<file path="config.mk">
export PLATFORM = sky130hd
export DESIGN_NAME = sorted_array_priority_queue_core
export DESIGN_NICKNAME = d
export VERILOG_FILES = /design/src/design/sapq_pkg.sv /design/src/design/sapq_ctrl.sv /design/src/design/sapq_datapath.sv /design/src/design/sorted_array_priority_queue_core.sv
export SDC_FILE = /design/constraint.sdc
export NUM_CORES = 1
export LEC_CHECK = 0
export ABC_CLOCK_PERIOD_IN_PS = 8700
export BUFFER_PORTS_ARGS = -buffer_cell sky130_fd_sc_hd__buf_2
export CAP_MARGIN = 25
export CELL_PAD_IN_SITES_DETAIL_PLACEMENT = 0
export CELL_PAD_IN_SITES_GLOBAL_PLACEMENT = 2
export CORE_MARGIN = 2
export CORE_UTILIZATION = 38
export DETAILED_ROUTE_END_ITERATION = 6
export GPL_ROUTABILITY_DRIVEN = 0
export PLACE_DENSITY = 0.74
export SKIP_CTS_REPAIR_TIMING = 1
export SLEW_MARGIN = 0
export SYNTH_ARGS = -nofsm -noshare
export SYNTH_HDL_FRONTEND = slang
export SYNTH_SLANG_ARGS = --single-unit
</file>
<file path="constraint.sdc">
create_clock -name i_clk -period 8.7 [get_ports i_clk]
set_input_delay 0.87 -clock i_clk [delete_from_list [all_inputs] [get_ports i_clk]]
set_output_delay 0.87 -clock i_clk [all_outputs]
set_load 0.005 [all_outputs]
</file>
<file path="src/design/sapq_pkg.sv">
// ----------------------------------------------------------------------------
// sapq_pkg: shared types and constants for the sorted-array priority queue
// Holds the request and result formats, the operation codes and the default
// queue depth used by the controller, the datapath and the top level.
// ----------------------------------------------------------------------------
package sapq_pkg;

    localparam int DEPTH_DEFAULT = 8;
    localparam int VALUE_W       = 32;
    localparam int CMD_W         = 2;
    localparam int COUNT_W       = 4;

    localparam logic [CMD_W-1:0] CMD_PUSH = 2'd0;
    localparam logic [CMD_W-1:0] CMD_POP  = 2'd1;
    localparam logic [CMD_W-1:0] CMD_PEEK = 2'd2;

    typedef struct packed {
        logic [CMD_W-1:0]          cmd;
        logic signed [VALUE_W-1:0] push_value;
    } t_request;

    typedef struct packed {
        logic signed [VALUE_W-1:0] popped_value;
        logic signed [VALUE_W-1:0] head_value;
        logic [COUNT_W-1:0]        entry_count;
        logic                      is_empty;
        logic                      is_full;
        logic                      rejected;
    } t_result;

    // Commands from the controller to the datapath.
    typedef struct packed {
        logic load;   // capture the incoming request
        logic exec;   // apply the captured request to the array
    } t_dp_cmd;

endpackage

</file>
<file path="src/design/sapq_ctrl.sv">
// ----------------------------------------------------------------------------
// sapq_ctrl: request sequencer
// Takes a request when idle, moves to its execute state and raises the
// result strobe in the following cycle.
// ----------------------------------------------------------------------------
module sapq_ctrl (
    input  logic              i_clk,
    input  logic              i_rst_n,
    input  logic              start,
    output logic              busy,
    output logic              o_valid,
    output sapq_pkg::t_dp_cmd o_dp_cmd
);
    import sapq_pkg::*;

    localparam logic S_IDLE = 1'b0;
    localparam logic S_EXEC = 1'b1;

    logic r_state;
    logic n_state;
    logic r_done;

    always_comb begin
        n_state = r_state;
        unique case (r_state)
            S_IDLE: begin
                if (start) begin
                    n_state = S_EXEC;
                end
            end
            S_EXEC: begin
                n_state = S_IDLE;
            end
            default: begin
                n_state = S_IDLE;
            end
        endcase
    end

    always_ff @(posedge i_clk) begin
        if (!i_rst_n) begin
            r_state <= S_IDLE;
            r_done  <= 1'b0;
        end else begin
            r_state <= n_state;
            r_done  <= (r_state == S_EXEC);
        end
    end

    assign busy          = (r_state == S_EXEC);
    assign o_valid       = r_done;
    assign o_dp_cmd.load = start && (r_state == S_IDLE);
    assign o_dp_cmd.exec = (r_state == S_EXEC);

endmodule

</file>
<file path="src/design/sapq_datapath.sv">
// ----------------------------------------------------------------------------
// sapq_datapath: compare-and-shift array and result register
// Each slot compares its own entry with the pushed value, so an insertion or
// a removal updates every slot of the array together.
// ----------------------------------------------------------------------------
module sapq_datapath #(
    parameter int DEPTH = sapq_pkg::DEPTH_DEFAULT
) (
    input  logic               i_clk,
    input  logic               i_rst_n,
    input  sapq_pkg::t_dp_cmd  i_dp_cmd,
    input  sapq_pkg::t_request i_request,
    output sapq_pkg::t_result  o_result
);
    import sapq_pkg::*;

    localparam int CW = $clog2(DEPTH + 1);

    t_request                  r_req;
    logic signed [VALUE_W-1:0] r_entry [DEPTH];
    logic signed [VALUE_W-1:0] n_entry [DEPTH];
    logic [CW-1:0]             r_count;
    logic [CW-1:0]             n_count;
    t_result                   r_result;
    t_result                   n_result;

    logic [DEPTH-1:0] keep;      // slot holds a valid entry <= pushed value
    logic             is_push;
    logic             is_pop;
    logic             full;
    logic             empty;
    logic             push_ok;
    logic             pop_ok;

    assign is_push = (r_req.cmd == CMD_PUSH);
    assign is_pop  = (r_req.cmd == CMD_POP);
    assign full    = (r_count == CW'(DEPTH));
    assign empty   = (r_count == '0);
    assign push_ok = is_push && !full;
    assign pop_ok  = is_pop && !empty;

    always_comb begin
        for (int i = 0; i < DEPTH; i++) begin
            keep[i] = (CW'(i) < r_count) && (r_entry[i] <= r_req.push_value);
        end
    end

    // Next array contents. A push keeps the prefix of smaller-or-equal
    // entries, drops the value in at the first slot past them and shifts
    // the rest up by one. A pop shifts everything down by one.
    always_comb begin
        for (int i = 0; i < DEPTH; i++) begin
            n_entry[i] = r_entry[i];
            if (push_ok) begin
                if (keep[i]) begin
                    n_entry[i] = r_entry[i];
                end else if (i == 0) begin
                    n_entry[i] = r_req.push_value;
                end else if (keep[i-1]) begin
                    n_entry[i] = r_req.push_value;
                end else begin
                    n_entry[i] = r_entry[i-1];
                end
            end else if (pop_ok && (i < DEPTH - 1)) begin
                n_entry[i] = r_entry[i+1];
            end
        end
    end

    always_comb begin
        n_count = r_count;
        if (push_ok) begin
            n_count = r_count + 1'b1;
        end else if (pop_ok) begin
            n_count = r_count - 1'b1;
        end
    end

    always_comb begin
        n_result.popped_value = pop_ok ? r_entry[0] : '0;
        n_result.head_value   = (n_count != '0) ? n_entry[0] : '0;
        n_result.entry_count  = COUNT_W'(n_count);
        n_result.is_empty     = (n_count == '0);
        n_result.is_full      = (n_count == CW'(DEPTH));
        n_result.rejected     = (is_push && full) || (is_pop && empty);
    end

    always_ff @(posedge i_clk) begin
        if (!i_rst_n) begin
            r_count <= '0;
        end else if (i_dp_cmd.exec) begin
            r_count <= n_count;
        end
    end

    always_ff @(posedge i_clk) begin
        if (i_dp_cmd.load) begin
            r_req <= i_request;
        end
        if (i_dp_cmd.exec) begin
            for (int i = 0; i < DEPTH; i++) begin
                r_entry[i] <= n_entry[i];
            end
            r_result <= n_result;
        end
    end

    assign o_result = r_result;

endmodule

</file>
<file path="src/design/sorted_array_priority_queue_core.sv">
// ----------------------------------------------------------------------------
// sorted_array_priority_queue_core: bounded min-priority queue
// A taken request moves the controller into its execute state, and the
// result strobe is registered from that state. No new request is taken while
// busy; busy is high for the single cycle in which the compare-and-shift
// array updates. Results are shown for one cycle and cannot be stalled by the receiver.
// Reset (synchronous, active low) empties the queue; stored slots are not
// cleared and no clearing pass is needed.
// ----------------------------------------------------------------------------
module sorted_array_priority_queue_core #(
    parameter int DEPTH = sapq_pkg::DEPTH_DEFAULT
) (
    input  logic               i_clk,
    input  logic               i_rst_n,
    input  logic               start,
    output logic               busy,
    input  sapq_pkg::t_request i_request,
    output logic               o_valid,
    output sapq_pkg::t_result  o_result
);
    import sapq_pkg::*;

    // The controller decides when a request is captured and when it is
    // applied; the datapath owns the sorted array, the entry count and the
    // registered result. The two meet only through the command struct.
    t_dp_cmd dp_cmd;

    sapq_ctrl u_ctrl (
        .i_clk    (i_clk),
        .i_rst_n  (i_rst_n),
        .start    (start),
        .busy     (busy),
        .o_valid  (o_valid),
        .o_dp_cmd (dp_cmd)
    );

    // The array keeps entries in ascending order. A push places the value
    // after any equal entries, so equal values leave in arrival order; a
    // push while full or a pop while empty leaves everything unchanged and
    // sets the rejected flag in the result.
    sapq_datapath #(
        .DEPTH (DEPTH)
    ) u_datapath (
        .i_clk     (i_clk),
        .i_rst_n   (i_rst_n),
        .i_dp_cmd  (dp_cmd),
        .i_request (i_request),
        .o_result  (o_result)
    );

    // The execute state always returns to idle, so busy never stays high.
    a_busy_single: assert property (@(posedge i_clk) disable iff (!i_rst_n)
        busy |=> !busy)
        else $error("busy held for more than one cycle");

    // An accepted request always moves the controller into execution.
    a_start_exec: assert property (@(posedge i_clk) disable iff (!i_rst_n)
        (start && !busy) |=> busy)
        else $error("accepted request did not start execution");

    // Every result strobe follows an execution cycle.
    a_valid_after_exec: assert property (@(posedge i_clk) disable iff (!i_rst_n)
        o_valid |-> $past(busy))
        else $error("result strobe without a preceding execution");

    // The queue cannot be both empty and full.
    a_flags_exclusive: assert property (@(posedge i_clk) disable iff (!i_rst_n)
        o_valid |-> !(o_result.is_empty && o_result.is_full))
        else $error("result reports empty and full together");

endmodule
</file>
# Yosys cells after proc, flatten, opt, wreduce, memory -nomap -nowiden
# Memory sizes are Yosys's and may differ from the RTL's.
# Index checks and enable logic that the tools add are counted.
# classes
addsub,2
n_lt_le_gt_ge,16
n_eq_ne,3
n_mux,36
bitwise_logic,1
reduce_logical,20
# ops
cell,count
$mux W32,30
$le A32 B32 Y1,8
$lt A3 B4 Y1 const A,4
$logic_and A1 B1 Y1,13
$eq A4 B4 Y1 const B,2
$logic_not A4 Y1,2
$lt A1 B4 Y1 const A,2
$lt A2 B4 Y1 const A,2
$mux W4,2
$add A4 B1 Y4 const B,1
$reduce_bool A4 Y1,1
$sub A4 B1 Y4 const B,1
$mux W1,3
$eq A2 B1 Y1 const B,1
$logic_not A1 Y1,2
$logic_not A2 Y1,1
$pmux W1 S2,1
$logic_or A1 B1 Y1,1
$not A1 Y1,1
# word_totals
ff_bits,111
ram_bits,256
in_bits,37
output_inout_bits,73
elab_cells,90
mem_count,1
# mem_list
memory,depth,width,rd,rd_clocked_by_memory_dff,write_ports,line_no,text
u_datapath.r_entry,8,32,8,0,8,sapq_datapath.sv:20,logic signed [VALUE_W-1:0] r_entry [DEPTH];

# Logic depth before layout (Yosys ltp)
# Gate-level depths: netlist of the first run.
# logic_depth
depth_word,6
mapped_depth,12

# By module
# A second synthesis of the first run with hierarchy kept.
# unflattened
hier_cells,2138
hier_area_um2,23256.1
# modules_own_cells
mod,n_inst,cells_per_inst,area_per_inst_um2
sapq_datapath,1,2132,23182.2
sapq_ctrl,1,6,73.8

# Least setup slack after synthesis of the first run
# Ideal clock, no wire load.
# synth_path
path_type,register to register
from,"reg u_ctrl.r_state, in the netlist u_ctrl.busy"
to,"mem u_datapath.r_entry[7][4], in the netlist u_datapath.r_entry[1][100], enable pin"
setup_time_ps,594
t_arrival_ps,8375
required_time_ps,8106
slack_ps,-269
path_stages_with_launch,3
path_buffers,0
path_cell_list,dfxtp_1 > inv_1 > a2111oi_0
# synth_rtl
element,line_no,text
"start, declared",sapq_ctrl.sv:19,logic r_state;
"start signal, assigned",sapq_ctrl.sv:45,r_state <= n_state;
"end, declared",sapq_datapath.sv:20,

==> impl_summary.txt, run 1 <==
----------------------------------------------------
[Critical path]
  Worst Setup Path Type ... reg2reg
  Sequence of cells on the critical path ... inv_1, ha_1, nand4_1, nor4_1, a21boi_0, o31a_1, or4_4, buf_4, and2_2, o221ai_1
  Critical-path maximum fanout ... between 50 and 60
  Cell with the biggest individual delay on the critical path ... sky130_fd_sc_hd__and2_2
  Top cell family by delay on the critical path ... simple AND/OR/NAND/NOR gates
  Arr. time, crit path ... 5.69 ns
  Buffers and inverters on the worst path ... 2
  Required time of the critical path ... 8.98 ns
  Critical path's largest stage delay ... 0.98 ns
  Crit path capture type ... flip-flop
  Kind of start point of the critical path ... flip-flop

[Final layout]
  Layout Area Growth over Synthesis ... 11.7%
  Finished Core Util ... between 40% and 50%
  Total non-filler cell area in the finished layout ... 0.0263 mm²
  Fraction of layout cells with a size suffix above 1 ... between 10 and 15%
  Post-route insts no fill ... 3045
  Final-stage net count ... 2518
  Number of fillers in the final layout ... 5915

[Flow run]
  Max-cap viol count ... 0

[Synthesis]
  Number of instances in the synthesized netlist ... 2195
  Post-synthesis sequential area ratio ... 46.6%
  Number of flip-flops and latches in the synthesized netlist ... between 300 and 400
  EDFF count, synth ... 361
  Largest area contributor in the netlist ... sky130_fd_sc_hd__edfxtp_1
  Synth unique cells ... 62
  Dominant register cell in the synthesized netlist ... sky130_fd_sc_hd__edfxtp_1
  Syn Nets ... approximately 2500
  Post-synthesis average cell area ... 10.7 µm²
  Share of the synthesized area in the top cell type ... 46.1%
  Top cells by area, synth ... sky130_fd_sc_hd__edfxtp_1, sky130_fd_sc_hd__ha_1, sky130_fd_sc_hd__o211ai_1
  Share of synthesized flip-flops with an asynchronous set or reset ... 0%
  Synth Cell Area ... 0.0235 mm²
  Yosys synthesis warning count ... 0

[Routing]
  Per-cell routed wire length ... 32.1 µm
  Vias per cell ... 6.68
  Post-route DRC ... 0
  Starting DRT DRC Count ... 2418
  DRT Wirelength ... about 98000 µm
  Number of iterations in the first detailed-routing pass ... 6
  Total vias in the final route ... between 20000 and 25000
  Detail Route Antenna Nets ... 0

[Timing]
  Final slew viol count ... 0
  Period Utilization, post-route ... 62.1%
  RSZ-0062 raised after global routing ... no
  Highest clock frequency the design can meet ... 0.185 GHz
  Setup total negative slack ... 0 ns
  Worst-margin pin slew ... 1.07 ns
  Setup ws final ... around 3.3 ns
  Period minus WS final ... 5.40 ns
  Final count of negative-setup-slack endpoints ... 0
  Worst relative slew slack ... 28.8%
  Hold Violations, Final ... 0
  Fin Clk Skew ... between 0.02 and 0.025 ns

[Clock network]
  Clock-pin slew on the worst setup and hold paths ... 0.06 ns
  Clock tree from TritonCTS ... done
  Clock Sinks ... between 300 and 400
  CTS H-Tree Depth ... 2
  TritonCTS Buffers ... 44
  CTS max path bufs ... 3
  CTS Root Cell ... sky130_fd_sc_hd__clkbuf_16
  Clk_lat worst skew ... 0.60 ns

[Placement]
  Port bufs ... 109
  Cell count after placement ... 2965
  Worst slack at placement ... 3.61 ns
  Estimated wirelength of the detail-placed design ... between 60000 and 70000 µm
  Area of placed instances ... 0.0250 mm²

[Global route]
  Global-route wire length before repair ... around 140000 µm
  Initial antenna violation count ... 2
  Via count of the first global-routing pass ... 19722
  Overflow left after global routing ... 0
  GRT Overall Usage ... a little under a third
  Pin count of the biggest net entering global routing ... ~190

[Floorplanning]
  Std-Cell Rows ... a little over 90
  Floorplan die width ... 253 µm
  Io pins ... 110
  Area of the core region ... around 0.06 mm²
  Die outline height ... between 200 and 300 µm
  Overall die area ... 0.0639 mm²
  Starting Density ... 38.3%

[Run status]
  Result of the run ... complete, no violations

[Hold path]
  Path class of the lowest-slack min-delay path ... in2reg

[Power and ir drop]
  Peak supply drop ... 0.000123 V
  Leakage ... 9.42 nW
  Pwr per Cell Area ... 173 mW/mm²

----------------------------------------------------
cell families (layout without fill, tap and decap cells):
kind of cell	count (synthesis)	in the layout	share of synthesized area, %
DFF	367	367	46.6
and+or+nand+nor	577	577	11.9
muxes	33	33	1.57
buffers and inverters	227	285	3.73
adders and majority gates	259	259	13.8
xor gates and xnor gates	5	5	0.186
AOI/OAI and AO/OA	727	727	22.3
other	0	2	0
path summary, 6_finish.rpt:
check	start	to	slack, ns	cells past startpoint
worst max-delay path	u_datapath.r_req[14]	u_datapath.r_entry[0][32]	3.30	10
worst min-delay path	i_request[33]	u_datapath.r_req[33]	0.45	1
worst min register to register	u_datapath.r_entry[1][106]	u_datapath.r_entry[1][74]	0.60	2
worst max register to register	u_datapath.r_req[14]	u_datapath.r_entry[0][32]	3.30	10
power by group:
group | total (mW) | switching, mW | internal [mW]
clock | 1.73 | 0.791 | 0.938
combinational | 0.720 | 0.511 | 0.209
sequential | 2.10 | 0.0706 | 2.03
cells in the final DEF, fill, tap and decap left out, types with 6 or more instances in the layout:
master / n
sky130_fd_sc_hd__clkinv_1: 9
sky130_fd_sc_hd__a31oi_1: 36
sky130_fd_sc_hd__nor3_1: 10
sky130_fd_sc_hd__nor4_1: 12
sky130_fd_sc_hd__a21boi_0: 7
sky130_fd_sc_hd__and2_1: 34
sky130_fd_sc_hd__clkbuf_1: 12
sky130_fd_sc_hd__o31ai_1: 40
sky130_fd_sc_hd__o21ai_0: 34
sky130_fd_sc_hd__a21oi_1: 129
sky130_fd_sc_hd__nand4_1: 87
sky130_fd_sc_hd__buf_2: 111
sky130_fd_sc_hd__buf_4: 39
sky130_fd_sc_hd__or4_1: 33
sky130_fd_sc_hd__o211ai_1: 230
sky130_fd_sc_hd__o311ai_0: 100
sky130_fd_sc_hd__clkbuf_16: 44
sky130_fd_sc_hd__a211oi_1: 8
sky130_fd_sc_hd__nor2_1: 66
sky130_fd_sc_hd__a32oi_1: 31
sky130_fd_sc_hd__mux2_2: 32
sky130_fd_sc_hd__a21o_1: 24
sky130_fd_sc_hd__inv_1: 53
sky130_fd_sc_hd__nand3_1: 22
sky130_fd_sc_hd__o2111ai_1: 32
sky130_fd_sc_hd__edfxtp_1: 361
sky130_fd_sc_hd__clkinv_2: 6
sky130_fd_sc_hd__nand2_1: 265
sky130_fd_sc_hd__ha_1: 259
sky130_fd_sc_hd__nor2b_1: 10
registers in the layout, indices dropped and copies added, names as in the netlist:
| register | count |
|---|---|
| u_ctrl.busy | 1 |
| u_datapath.r_req | 34 |
| u_datapath.r_entry | 256 |
| u_ctrl.o_valid | 1 |
| u_datapath.o_result | 71 |
| u_datapath.r_count | 4 |
cell usage after synthesis, types with 5 or more instances:
cell type / count
sky130_fd_sc_hd__a211oi_1: 8
sky130_fd_sc_hd__a21boi_0: 7
sky130_fd_sc_hd__a21o_1: 25
sky130_fd_sc_hd__a21oi_1: 137
sky130_fd_sc_hd__a221oi_1: 5
sky130_fd_sc_hd__a31oi_1: 38
sky130_fd_sc_hd__a32oi_1: 31
sky130_fd_sc_hd__and2_1: 35
sky130_fd_sc_hd__buf_1: 9
sky130_fd_sc_hd__clkbuf_1: 160
sky130_fd_sc_hd__dfxtp_1: 6
sky130_fd_sc_hd__edfxtp_1: 361
sky130_fd_sc_hd__ha_1: 259
sky130_fd_sc_hd__inv_1: 53
sky130_fd_sc_hd__mux2_2: 32
sky130_fd_sc_hd__nand2_1: 265
sky130_fd_sc_hd__nand2b_1: 6
sky130_fd_sc_hd__nand3_1: 23
sky130_fd_sc_hd__nand4_1: 87
sky130_fd_sc_hd__nor2_1: 72
sky130_fd_sc_hd__nor2b_1: 11
sky130_fd_sc_hd__nor3_1: 11
sky130_fd_sc_hd__nor4_1: 13
sky130_fd_sc_hd__o2111ai_1: 32
sky130_fd_sc_hd__o211ai_1: 230
sky130_fd_sc_hd__o21ai_0: 34
sky130_fd_sc_hd__o311ai_0: 100
sky130_fd_sc_hd__o31ai_1: 41
sky130_fd_sc_hd__or3_1: 6
sky130_fd_sc_hd__or4_1: 34
routing by layer:
metal | track usage (%) | share of wire (%)
met1 | 40.7 | 42
met2 | 46.0 | 44
met3 | 4.50 | 7.3
met4 | 18.3 | 6.8
met5 | 0 | 0
stage by stage:
step	hold slack [ns]	power, mW
2_1_floorplan	0.547	2.53
3_5_place_dp	0.576	2.84
3_3_place_gp	0.573	2.83
5_1_grt	0.444	4.69
6_report	0.453	4.55
4_1_cts	0.433	4.56
area by class of cell:
class,instances,area (µm²),area share (%)
antenna,2,5.00,0.0190
clock buffer,57,1160,4.41
clock inverter,20,113,0.429
timing repair buffer,155,951,3.62
sequential,367,11000,41.7
tap,790,988,3.76
inverter,53,199,0.757
multi-input combinational,1601,11900,45.3
Note: power is estimated with default switching activity, not from simulation.
==> inputs of run 2 (changes only) <==
--- a/config.mk
+++ b/config.mk
@@ -5,7 +5,7 @@
 export SDC_FILE = /design/constraint.sdc
 export NUM_CORES = 1
 export LEC_CHECK = 0
-export ABC_CLOCK_PERIOD_IN_PS = 8700
+export ABC_CLOCK_PERIOD_IN_PS = 4350
 export BUFFER_PORTS_ARGS = -buffer_cell sky130_fd_sc_hd__buf_2
 export CAP_MARGIN = 25
 export CELL_PAD_IN_SITES_DETAIL_PLACEMENT = 0
==> constraint.sdc (replaced) <==
create_clock -name i_clk -period 4.35 [get_ports i_clk]
set_input_delay 0.435 -clock i_clk [delete_from_list [all_inputs] [get_ports i_clk]]
set_output_delay 0.435 -clock i_clk [all_outputs]
set_load 0.005 [all_outputs]
==> run 2 against run 1 <==
Wire length down 3.3%; clock-buffer cell count down 4; cell count up 2.8%; total power up 110%; first-iteration DRC count down 12%; worst setup slack worse by 3.2 ns.
==> impl_summary.txt, run 2 (synthesis gave the netlist of run 1 again) <==
----------------------------------------------------
[Run status]
  Result of the run ... complete, no violations

[Final layout]
  Layout Area Growth over Synthesis ... 15.9%
  Most flops, register ... u_datapath.r_entry
  Final-stage net count ... 2599
  Flip-flop count of the largest register, all copies and words added ... roughly 260
  Highest-count cells in the layout ignoring fill and taps ... sky130_fd_sc_hd__edfxtp_1, sky130_fd_sc_hd__nand2_1, sky130_fd_sc_hd__ha_1
  Commonest non-fill, non-tap cell in the layout ... sky130_fd_sc_hd__edfxtp_1
  N_diodes ... 0
  Fraction of layout cells with a size suffix above 1 ... 15.3%
  Number of fillers in the final layout ... 5860
  Finished Core Util ... around 44%

[Power and ir drop]
  Leakage ... 9.93 nW
  Peak supply drop ... about 0.00034 V
  Pwr per Cell Area ... 356 mW/mm²

[Clock network]
  CTS H-Tree Depth ... 2
  CTS Root Cell ... sky130_fd_sc_hd__clkbuf_16
  CTS max path bufs ... 3
  Clock tree from TritonCTS ... done
  TritonCTS Buffers ... 46
  Clock Sinks ... 367
  Clock-pin slew on the worst setup and hold paths ... 0.06 ns
  Clk_lat worst skew ... 0.60 ns

[Critical path]
  Buffers and inverters on the worst path ... 2
  Sequence of cells on the critical path ... inv_1, ha_1, nand4_1, nor4_1, o31a_1, o311ai_0, nand3_2, buf_4, mux2_2
  Crit path capture type ... flip-flop
  Kind of start point of the critical path ... flip-flop
  Arr. time, crit path ... around 4.6 ns
  Required time of the critical path ... 4.68 ns
  Top cell family by delay on the critical path ... simple AND/OR/NAND/NOR gates
  Cell with the biggest individual delay on the critical path ... sky130_fd_sc_hd__nor4_1
  Worst Setup Path Type ... reg2reg
  Critical path's largest stage delay ... approximately 0.98 ns
  Critical-path maximum fanout ... 17

[Routing]
  Detail Route Antenna Nets ... 0
  Total vias in the final route ... approximately 21000
  Per-cell routed wire length ... between 30 and 40 µm
  Starting DRT DRC Count ... approximately 2100
  Post-route DRC ... 0
  DRT Wirelength ... about 95000 µm
  Number of iterations in the first detailed-routing pass ... 5
  Vias per cell ... between 6 and 7

[Global route]
  Pin count of the biggest net entering global routing ... 160
  Via count of the first global-routing pass ... roughly 20000
  Global-route wire length before repair ... roughly 140000 µm
  GRT Overall Usage ... between 20% and 30%
  Initial antenna violation count ... 0
  Overflow left after global routing ... 0

[Floorplanning]
  Floorplan die width ... between 200 and 300 µm
  Overall die area ... 0.0639 mm²
  Die outline height ... around 250 µm
  Area of the core region ... 0.0615 mm²
  Starting Density ... around two fifths
  Io pins ... 110
  Std-Cell Rows ... between 90 and 100

[Timing]
  Final count of negative-setup-slack endpoints ... 0
  Final slew viol count ... 0
  Fin Clk Skew ... 0.0332 ns
  Setup total negative slack ... 0 ns
  Worst relative slew slack ... 26.8%
  Highest clock frequency the design can meet ... 0.234 GHz
  Hold Violations, Final ... 0
  Worst-margin pin slew ... 1.09 ns
  Period minus WS final ... around 4.3 ns
  Period Utilization, post-route ... 98.1%
  RSZ-0062 raised after global routing ... no

[Flow run]
  Max-cap viol count ... 0

[Placement]
  Estimated wirelength of the detail-placed design ... a little under 70000 µm
  Port bufs ... 109

[Hold path]
  Path class of the lowest-slack min-delay path ... in2reg

----------------------------------------------------
-- run 2: cell count changes in the layout (fill, tap and decap cells not counted), moves of 6 or more --
cell,delta
sky130_fd_sc_hd__dlygate4sd3_1,+16
sky130_fd_sc_hd__buf_12,+9
sky130_fd_sc_hd__clkbuf_1,-7
sky130_fd_sc_hd__buf_4,+58
sky130_fd_sc_hd__bufinv_16,+6
-- run 2: metal layers --
metal / global-route usage, % / vias to the layer above / part of all wire (%)
li1: - / 9125 / -
met1: 37.7 / 10289 / 41
met2: 47.0 / 946 / 46
met3: 4.62 / 252 / 6.3
met4: 16.7 / 0 / 6.4
met5: 0 / - / 0
-- run 2: report_power, final --
group          leakage [nW]  switching, mW  total (mW)  internal (mW)
clock                 0.743           1.68        4.02           2.34
sequential             3.38          0.136        4.20           4.06
combinational          5.81           1.01        1.49          0.478
total                  9.93           2.82        9.71           6.88
-- run 2: cell type report --
type | count | area (µm²) | share of cell area [%]
Sequential cell | 367 | 11000 | 40.2
Inverter | 53 | 199 | 0.730
Timing Repair Buffer | 234 | 1670 | 6.14
Tap cell | 790 | 988 | 3.62
Clock buffer | 53 | 1200 | 4.39
Multi-Input combinational cell | 1601 | 11900 | 43.6
Clock inverter | 32 | 349 | 1.28
-- run 2: final timing paths --
path                         startpoint                    endpoint  slack [ns]  depth (start not counted)
min                       i_request[20]        u_datapath.r_req[20]        0.02                          1
min reg2reg  u_datapath.r_entry[1][103]   u_datapath.r_entry[1][71]        0.60                          2
max                u_datapath.r_req[30]  u_datapath.r_entry[1][110]        0.08                          9
max reg2reg        u_datapath.r_req[30]  u_datapath.r_entry[1][110]        0.08                          9
-- run 2: through the flow --
stage	std cells	cell area [µm²]	hold WS (ns)	total power, mW	worst slack (ns)
floorplan	2195	23600	0.534	5.06	0.00769
CTS	3114	27100	-0.0221	9.72	0.192
detailed placement	3029	25600	0.584	5.71	0.198
finish	3130	27300	0.0152	9.71	0.0819
global placement	3029	25600	0.567	5.69	0.204
global route	3130	27300	0.000156	10.0	0.0532
